`config.mk`:
```
export PLATFORM = sky130hd
export DESIGN_NAME = rme_merge
export DESIGN_NICKNAME = d
export VERILOG_FILES = /design/src/hdl/rme_pkg.sv /design/src/hdl/rme_merge.sv
export SDC_FILE = /design/constraint.sdc
export NUM_CORES = 1
export LEC_CHECK = 0
export ABC_CLOCK_PERIOD_IN_PS = 4100
export BUFFER_PORTS_ARGS = -buffer_cell sky130_fd_sc_hd__buf_2
export CAP_MARGIN = 10
export CELL_PAD_IN_SITES_DETAIL_PLACEMENT = 0
export CELL_PAD_IN_SITES_GLOBAL_PLACEMENT = 1
export CORE_AREA = 2 2 117 119
export DETAILED_ROUTE_END_ITERATION = 6
export DIE_AREA = 0 0 119 121
export PLACE_DENSITY = 0.73
export SYNTH_ARGS = -nofsm -noshare
export SYNTH_HDL_FRONTEND = slang
export SYNTH_SLANG_ARGS = --single-unit
export TNS_END_PERCENT = 10
```
`constraint.sdc`:
```
create_clock -name clk -period 4.1 [get_ports clk]
set_input_delay 0.615 -clock clk [delete_from_list [all_inputs] [get_ports clk]]
set_output_delay 0.615 -clock clk [all_outputs]
set_load 0.02 [all_outputs]
```
`src/hdl/rme_pkg.sv`:
```
// rme_pkg: number format, command codes, lane result type and the rounding
// and saturation helpers of the rotation matrix engine.
// No dependencies; imported by rme_lane, rme_merge and rotation_matrix_engine.
`default_nettype none

package rme_pkg;

	// signed Q2.30 values
	localparam int VALUE_W = 32;
	localparam int FRAC_W  = VALUE_W - 2;
	localparam int PROD_W  = 2 * VALUE_W;
	localparam int RND_W   = PROD_W - FRAC_W;
	localparam int SUM_W   = RND_W + 2;
	localparam int LANES   = 3;
	localparam int TAPS    = 4;

	localparam logic [PROD_W-1:0] RND_HALF  = PROD_W'(1) << (FRAC_W - 1);
	localparam logic [PROD_W-1:0] RND_HALF1 = RND_HALF + PROD_W'(1);
	localparam logic signed [VALUE_W-1:0] Q_ONE = VALUE_W'(1) << FRAC_W;

	// command codes
	localparam logic [2:0] CMD_LOAD = 3'd0;
	localparam logic [2:0] CMD_ROT  = 3'd1;
	localparam logic [2:0] CMD_DROT = 3'd2;
	localparam logic [2:0] CMD_MV   = 3'd3;
	localparam logic [2:0] CMD_MTV  = 3'd4;

	// axis codes; every other code acts as axis 3
	localparam logic [1:0] AXIS_1 = 2'd1;
	localparam logic [1:0] AXIS_2 = 2'd2;

	typedef struct packed {
		logic signed [VALUE_W-1:0] x;
		logic signed [VALUE_W-1:0] y;
		logic                      clip_x;
		logic                      clip_y;
	} lane_res_t;

	// round to FRAC_W fraction bits, ties toward plus infinity; neg rounds -p
	function automatic logic signed [RND_W-1:0] round_prod(
		input logic signed [PROD_W-1:0] p,
		input logic                     neg
	);
		logic [PROD_W-1:0] t;
		t = neg ? (~p + RND_HALF1) : (p + RND_HALF);
		return t[PROD_W-1:FRAC_W];
	endfunction

	function automatic logic signed [SUM_W-1:0] ext_rnd(input logic signed [RND_W-1:0] r);
		return {{(SUM_W - RND_W){r[RND_W-1]}}, r};
	endfunction

	// returns {clip, value}
	function automatic logic [VALUE_W:0] sat_val(input logic signed [SUM_W-1:0] v);
		logic fits;
		fits = (&v[SUM_W-1:VALUE_W-1]) | ~(|v[SUM_W-1:VALUE_W-1]);
		if (fits) begin
			return {1'b0, v[VALUE_W-1:0]};
		end else if (v[SUM_W-1]) begin
			return {1'b1, 1'b1, {(VALUE_W - 1){1'b0}}};
		end else begin
			return {1'b1, 1'b0, {(VALUE_W - 1){1'b1}}};
		end
	endfunction

endpackage

`default_nettype wire

```
`src/hdl/rme_merge.sv`:
```
// rme_merge: gathers the three lane results of a multiply command into the
// output register and folds the x clip flags of the lanes into one saturation flag.
// Depends on rme_pkg.
`default_nettype none

module rme_merge import rme_pkg::*; (
	input  logic                 clk,
	input  logic                 arst_n,
	input  logic                 in_valid,
	output logic                 in_ready,
	input  lane_res_t            lane [LANES],
	output logic                 m_tvalid,
	input  logic                 m_tready,
	output logic [LANES*VALUE_W-1:0] m_tdata,   // out_a, out_b, out_c
	output logic [0:0]           m_tuser        // saturated
);

	logic                         valid_q;
	logic [LANES*VALUE_W-1:0]     data_q;
	logic                         sat_q;
	logic                         any_clip;

	assign in_ready = !valid_q || m_tready;

	always_comb begin
		any_clip = 1'b0;
		for (int k = 0; k < LANES; k++) begin
			any_clip = any_clip | lane[k].clip_x;
		end
	end

	always_ff @(posedge clk or negedge arst_n) begin
		if (!arst_n) begin
			valid_q <= 1'b0;
		end else if (in_ready) begin
			valid_q <= in_valid;
		end
	end

	always_ff @(posedge clk) begin
		if (in_ready && in_valid) begin
			for (int k = 0; k < LANES; k++) begin
				data_q[k*VALUE_W +: VALUE_W] <= lane[k].x;
			end
			sat_q <= any_clip;
		end
	end

	assign m_tvalid   = valid_q;
	assign m_tdata    = data_q;
	assign m_tuser[0] = sat_q;

endmodule

`default_nettype wire

```
==> results of run 1 <==
==> cells by family (layout without fill, tap and decap cells) <==
group | Yosys count | in the layout | share of synthesized area, %
buffers and inverters | 0 | 218 | 0
DFF | 98 | 98 | 98.9
and+or+nand+nor | 4 | 4 | 1.10
==> final cells by class <==
class / count / share of cell area [%]
timing repair buffer: 202 / 22.7
sequential: 98 / 65.7
multi-input combinational: 4 / 0.784
tap: 176 / 4.93
clock buffer: 10 / 5.12
clock inverter: 6 / 0.756
==> synth_stat cells (all sizes together) <==
cell type and n:
and2 1, or3 1, edfxtp 97, dfrtp 1
nand2b 2
==> sequential cells by signal, indices dropped and copies added, names as in the netlist <==
name      count
m_tvalid      1
m_tuser       1
m_tdata      96
==> power by group <==
part / leakage (uW) / internal (uW) / switching (uW) / total [uW]
sequential: 0.000933 / 1170 / 12.8 / 1180
combinational: 0.000811 / 70.3 / 127 / 197
clock: 0.000127 / 406 / 337 / 742
==> worst max-delay path by stage <==
| stage | start | to | slack, ps | cells past startpoint |
|---|---|---|---|---|
| 2_1_floorplan | m_tready | m_tdata[0] | 590 | 2 |
| 3_3_place_gp | m_tready | m_tdata[94] | 1740 | 4 |
| 3_5_place_dp | m_tready | m_tdata[32] | 1670 | 4 |
| 4_1_cts | m_tvalid | m_tdata[91] | 1990 | 3 |
| 5_1_grt | m_tvalid | m_tdata[90] | 1880 | 3 |
| 6_report | m_tvalid | m_tdata[50] | 2030 | 3 |
==> per-layer routing <==
metal	global-route usage [%]	vias up	share of wire, %	routed length (um)
met5	0	-	0.31	22
met4	4.24	4	1.5	108
met3	6.86	13	16	1120
met2	14.7	134	45	3220
met1	11.6	829	38	2700
li1	-	840	-	-
==> per-stage QoR <==
| stage | power, uW | hold WS [ps] | worst slack [ps] |
|---|---|---|---|
| 6_report | 2120 | 46.6 | 2030 |
| 5_1_grt | 2220 | 21.2 | 1880 |
| 4_1_cts | 2160 | 28.1 | 1990 |
| 3_5_place_dp | 1400 | 406 | 1670 |
| 3_3_place_gp | 1400 | 403 | 1740 |
| 2_1_floorplan | 1300 | 319 | 592 |
==> flow_results.org, run 1 <==
** Setup path
- By startpoint and endpoint, the worst setup path is classified as flip-flop to flip-flop.
- The largest single stage delay on the critical path is 600 ps.
- WP data required :: 4070 ps
- In this run the critical register-to-register path is captured at m_tdata[50].
- Arr. time, crit path :: 2050 ps
- Of all nets on the critical path, the largest fanout is 54.
- Slack of the worst reg-to-reg path :: 2030 ps
- The signal on the critical path passes through nand2b_4 -> and2_4 -> buf_4.
- Highest-delay cell along the critical path :: and2_4
- Combined buffer and inverter count along the critical path :: 1
- Worst Reg2Reg Path Length in Cells :: 3
- Category of cells accounting for the largest share of critical-path delay :: simple AND/OR/NAND/NOR gates
- Category of the worst setup path capture point :: flip-flop
- The worst setup path is launched from a flip-flop.
- Reg-to-reg critical path startpoint :: m_tvalid

** Floorplan
- Placeable core region :: 13100 um^2
- The die covers 14400 um^2.
- During I/O placement, the number of pins put on the boundary was 301.
- Die Wd :: 119 um
- The initial utilization of the core area, before any placement, comes to 22.7%.
- Die Height :: 121 um
- The floorplan has 42 rows.

** Global route
- Gr ovfl total :: 0
- Entering global routing, the biggest net connects 55 pins.
- Vias in the first global route :: 1927
- The first global-routing pass estimated 10500 um of wire.
- Antenna violations before repair :: 2
- Global routing used 10.1% of the available tracks.

** Synthesis
- Post-synth cell types :: 6
- Post-synthesis cell count :: 102
- Dominant cell type by area after synthesis :: edfxtp_1
- Synthesized area :: 2970 um^2
- A synthesized cell averages 29.1 um^2.
- The number of nets handed over by synthesis was 304.
- Post-synth top area share :: 98.1%
- Total of flip-flops plus latches after synthesis :: 98
- Summing the sequential cell areas from Yosys gives 98.9% of the chip area.
- Top area cells in the synthesized netlist :: edfxtp_1 (98%), dfrtp_1 (0.84%), nand2b_4 (0.46%)
- Yosys printed 0 warnings.

** Cells and area
- Number of antenna diodes :: 0
- Once layout is complete, the utilization of the core stands at 34.2%.
- Summing all multi-input logic gate instances after layout gives 35.0 um^2.
- Of the cells placed in the final design, the portion with a size suffix greater than 1 is 67.8%.
- The top cell types in the final layout, fill and taps aside, are buf_2 (201), edfxtp_1 (97), clkbuf_16 (9), clkinv_1 (2), clkinv_2 (2).
- Filler instances :: 1291
- Relative area change from synthesis to final layout :: 50.5%
- In the final design database the tool counted 517 nets.
- Number of standard cells in the layout, taps in and fillers out :: 496
- Across the whole layout, storage elements account for 2940 um^2.
- Summing all non-filler instances in the final layout gives an area of 4470 um^2.
- Most common cell after layout, fill and taps aside :: buf_2

** Clock network
- Clock Tree Buf Depth :: 2
- After clock tree synthesis, the clock-pin slew on the worst setup and hold paths is 60 ps.
- Clk root buf :: clkbuf_16
- Post-CTS setup repair buffer count :: 0
- Clock Sink Count :: 98
- H-tree Lvls :: 3
- Hold Buf Count CTS :: 0
- Gates resized during post-CTS repair numbered 0.
- For the worst-skew pair, the clock arrives at the later sink with an insertion delay of 340 ps.
- CTS tree :: built
- Number of CTS-inserted buffers :: 9

** Place
- RD Place Congestion :: 0.663
- Summing all placed instances gives a cell area of 4210 um^2.
- Buffers placed on the I/O ports in this run total 201.
- In this run, placement finished with an instance count of 480.

** Drt
- Final routed DRC violation total :: 0
- Wire length after detailed routing :: 7180 um
- Violation count after the first detailed-route iteration :: 97
- Vias post-DR :: 1820
- Via density per instance :: 3.67
- Dividing the detail-routed wire length by the instance count gives 14.5 um.
- Count of antenna-violating nets left after detailed routing :: 0
- For this run, the detailed router's first-pass iteration total came to 4.

** STA
- Relative max-transition margin :: 54.2%
- Clock Skews :: 5.89 ps
- The routed design could run at a clock period as short as 2070 ps.
- FMAX :: 0.482 GHz
- Worst Tran Pin Value :: 687 ps
- The number of pins with negative max-slew slack in the final report is 0.
- Setup-violating endpoint count in the final report :: 0
- Hold Vio Cnt, Final :: 0
- Setup repair after global routing missed its margin :: no
- Post-Route Setup TNS :: 0 ps
- The final critical path takes up 50.6% of the cycle.

** Power and ir drop
- The analysis attributes to cell leakage a power of 0.00187 uW.
- Peak ir drop on the vdd network :: 0.149 mV
- Power density relative to cell area :: 474 nW/um^2

** Run
- The tool flagged a number of max-cap violations equal to 0.

** Worst hold path
- The tightest min-delay check is of the input pin to async pin type.

** Run status
- The run finished with clean final reports.
Note: power is estimated with default switching activity, not from simulation.
==> run 2: changes to the inputs <==
==> config.mk (replaced) <==
export PLATFORM = sky130hd
export DESIGN_NAME = rme_merge
export DESIGN_NICKNAME = d
export VERILOG_FILES = /design/src/hdl/rme_pkg.sv /design/src/hdl/rme_merge.sv
export SDC_FILE = /design/constraint.sdc
export NUM_CORES = 1
export LEC_CHECK = 0
export ABC_AREA = 1
export ABC_CLOCK_PERIOD_IN_PS = 1850
export BUFFER_PORTS_ARGS = -buffer_cell sky130_fd_sc_hd__buf_2
export CAP_MARGIN = 10
export CELL_PAD_IN_SITES_DETAIL_PLACEMENT = 0
export CELL_PAD_IN_SITES_GLOBAL_PLACEMENT = 1
export CORE_MARGIN = 2
export CORE_UTILIZATION = 23
export DETAILED_ROUTE_END_ITERATION = 6
export PLACE_DENSITY = 0.77
export SYNTH_ARGS = -nofsm -noshare
export SYNTH_HDL_FRONTEND = slang
export SYNTH_SLANG_ARGS = --single-unit
export TNS_END_PERCENT = 10
==> constraint.sdc (replaced) <==
create_clock -name clk -period 1.85 [get_ports clk]
set_input_delay 0.2775 -clock clk [delete_from_list [all_inputs] [get_ports clk]]
set_output_delay 0.2775 -clock clk [all_outputs]
set_load 0.02 [all_outputs]
==> run 2 against run 1 <==
Net effect: synthesized cell count up 3.9%; register-to-register slack worse by 1500 ps; synthesized area about the same; clock power up 120%; power up 120%; global-route usage up 0.79 points; hold slack better by 61 ps; clock skew down 2.0 ps; fmax up 56%; sequential cell count unchanged; critical path type unchanged; critical endpoint is now m_tdata[7].
==> flow_results.org, run 2 <==
** Global route
- GRT Util Overall :: 10.9%
- The initial antenna violation count came to 0.
- Gr ovfl total :: 0
- The first global-routing pass estimated 11000 um of wire.
- Vias in the first global route :: 1975
- Entering global routing, the biggest net connects 72 pins.

** Floorplan
- The core region is 12600 um^2.
- Die Height :: 118 um
- Once the floorplan was initialized, standard cells occupied 23.5% of the core.
- In this run the core area contains 41 standard-cell rows.
- During I/O placement, the number of pins put on the boundary was 301.
- Die Wd :: 118 um
- Full die area :: 13800 um^2

** Synthesis
- Synthesis produced a netlist whose cell count is 106.
- Part of the Yosys area used for sequential elements :: 98.9%
- The number of nets handed over by synthesis was 308.
- After synthesis, the share of flip-flops with an asynchronous set or reset is 1.02%.
- For this run, the number of Yosys warnings is 0.
- The most used flip-flop cell after synthesis is edfxtp_1.
- After synthesis, the mean cell area works out to 28.0 um^2.
- Post-synth cell types :: 6
- Number of synthesized flops with an enable pin :: 97
- Summed over its instances, the top area cell type makes up 98.1% of the synthesized netlist area.
- Dominant cell type by area after synthesis :: edfxtp_1
- Top area cells in the synthesized netlist :: edfxtp_1 (98%), dfrtp_1 (0.84%), inv_1 (0.38%)
- Total of flip-flops plus latches after synthesis :: 98
- Dominant cell by count in the synthesized netlist :: edfxtp_1
- Counting instances in the post-synthesis netlist gives the leading cell types as edfxtp_1 (97), inv_1 (3), nand2_1 (3).
- The cell area that synthesis handed to floorplanning was 2970 um^2.

** Cells and area
- The number of antenna diodes in the final layout is 0.
- Post-route design area :: 4490 um^2
- Flip-flop count of the largest register, all copies and words added :: 96
- Fraction of layout cells with a size suffix above 1 :: 66.3%
- Number of standard cells in the layout, taps in and fillers out :: 498
- Final nets :: 523
- The library cells used most frequently in the layout, excluding fill and tap cells, are buf_2 (201), edfxtp_1 (97), clkbuf_16 (9).
- From synthesis to final layout, the design area changed by 51.4%.
- Most common cell after layout, fill and taps aside :: buf_2

** Setup path
- Arr. time, crit path :: 1330 ps
- The critical path is of the flip-flop to flip-flop type.
- The startpoint identified for the worst register-to-register timing path is m_tvalid.
- For the worst setup path, the data required time is 1850 ps.
- Category of the worst setup path capture point :: flip-flop
- The worst setup path is launched from a flip-flop.
- In this run the critical register-to-register path is captured at m_tdata[7].
- Worst Reg2Reg Path Length in Cells :: 2
- Slack of the worst reg-to-reg path :: 520 ps
- Of all nets on the critical path, the largest fanout is 71.

** Worst hold path
- Counting instances, the worst hold path has a depth of 1.
- The path with the worst hold slack has its endpoint at m_tdata[86].
- The path class of the tightest hold or removal check is input pin to flip-flop.
- The startpoint identified for the worst hold timing path is lane[56].

** Power and ir drop
- Of the total power, the share spent switching nets is 22.0%.
- The completed layout was analyzed and its total power is 4670 uW.
- Share of total power in combinational logic :: 9.6%
- Sequential share of power :: 56.0%
- Switching component of the power :: 1030 uW
- Cell leakage power :: 0.00189 uW
- Power spread over the standard cell area amounts to 1040 nW/um^2.
- Cell-internal power :: 3640 uW
- The clock network is responsible for 34.4% of the overall power.
- Peak ir drop on the vdd network :: 0.583 mV

** STA
- Measured against its own limit, the worst slew margin works out to 73.3%.
- At the pin with the least slew margin, the transition time is 400 ps.
- Minimum clock period :: 1330 ps
- Setup violations remaining at the end of the flow were counted as 0.
- FMAX :: 0.751 GHz
- Of the available clock period, the critical path in the final layout requires 71.9%.
- Max-slew violations :: 0
- Clock skew on the completed layout was measured at 3.93 ps.
- Hold Vio Cnt, Final :: 0
- Setup repair after global routing missed its margin :: no

** Drt
- Before antenna repair, the detailed router went through 4 iterations.
- The routed design has 7120 um of wire.
- Detailed routing inserted a total of 1851 vias.
- Count of antenna-violating nets left after detailed routing :: 0
- Final routed DRC violation total :: 0
- For this block, wires on met1 add up to 2800 um.
- Via density per instance :: 3.72
- Length of routed met2 wiring :: 3180 um
- After the first detailed-routing iteration, the DRC count stood at 73.
- Drt wl/cell :: 14.3 um
- The routed design uses 963 um of met3 wire.
- Highest layer used for signal routing :: met4

** Place
- RD Place Congestion :: 0.666
- Number of buffers inserted by port buffering :: 201
- Detailed Place HPWL :: 5540 um
- In this run, placement finished with an instance count of 481.
- The placed instances occupy a cell area of 4230 um^2.

** Run
- Number of max-cap violations :: 0

** Clock network
- CTS tree :: built
- Clock Tree Buf Depth :: 2
- The number of gates resized after CTS was 0.
- Clock-pin slew was measured on the worst setup and hold paths at 60 ps.
- In this run the number of H-tree levels came out at 3.
- TritonCTS created 9 clock buffers.
- Clock Sink Count :: 98
- Clock latency on the worst-skew pair, taken at its later pin, is 340 ps.
- Clk root buf :: clkbuf_16

** Run status
- Outcome :: finished clean
run 2: cell types whose count changed after synthesis:
cell	change
inv_1	+3
nand2b_4	-1
nor2_1	+1
nand2b_1	-1
nand2_1	+3
or3_1	-1
and2_1	-1
a21oi_1	+1
run 2: cell families (layout without fill, tap and decap cells):
| logic type | count (synthesis) | count (layout) | synth area share [%] |
|---|---|---|---|
| simple gates | 4 | 4 | 0.506 |
| flops | 98 | 98 | 98.9 |
| buf+inv | 3 | 223 | 0.379 |
| compound gates | 1 | 1 | 0.168 |
run 2: final cells by class:
type	count	area, um^2
well taps	172	215
multi-input cells	5	31.3
repair buffers	204	1040
clock buffers	11	233
inverters	3	11.3
flip-flops and latches	98	2940
clock inverters	5	21.3
fillers	1244	8130
run 2: per-stage QoR:
stage	hold WS (ps)	setup TNS [ps]	setup slack (ps)	utilization, %
after detailed placement	62.4	0	510	33.5
after floorplan	-18.1	-67950	-700	-
after global routing	85.9	0	473	35.6
after global placement	60.4	0	523	33.5
final	108	0	519	35.6
after CTS	84.1	0	529	35.6
run 2: how the worst max path moves through the flow:
stage	start	endpoint	slack [ps]	depth (start not counted)
floorplan	m_tvalid	m_tdata[0]	-700	1
global placement	m_tready	m_tdata[47]	520	4
detailed placement	m_tready	m_tdata[2]	510	4
CTS	m_tvalid	in_ready	530	2
global route	m_tvalid	m_tdata[7]	470	2
finish	m_tvalid	m_tdata[7]	520	2
run 2: layer usage:
| metal | up-vias | GRT usage [%] |
|---|---|---|
| met1 | 848 | 12.2 |
| met2 | 142 | 16.2 |
| li1 | 849 | - |
| met3 | 12 | 6.01 |
| met5 | - | 0 |
| met4 | 0 | 6.55 |
run 2: worst max-delay path, stage by stage, from the launching register on:
cell and delay, ps:
dfrtp_2 430, a21oi_4 160, buf_12 320
run 2: timing repair:
action	in CTS	in global routing
setup buffers	0	0
endpoints found under the hold margin	1	0
hold buffers	1	0
run 2: power by group through the flow:
stage / Sequential, uW / Clock (uW) / Combinational [uW]
2_1_floorplan: 2830 / 0 / 47.2
3_3_place_gp: 2670 / 0 / 448
3_5_place_dp: 2670 / 0 / 454
4_1_cts: 2620 / 1680 / 456
5_1_grt: 2630 / 1760 / 482
6_report: 2620 / 1610 / 446
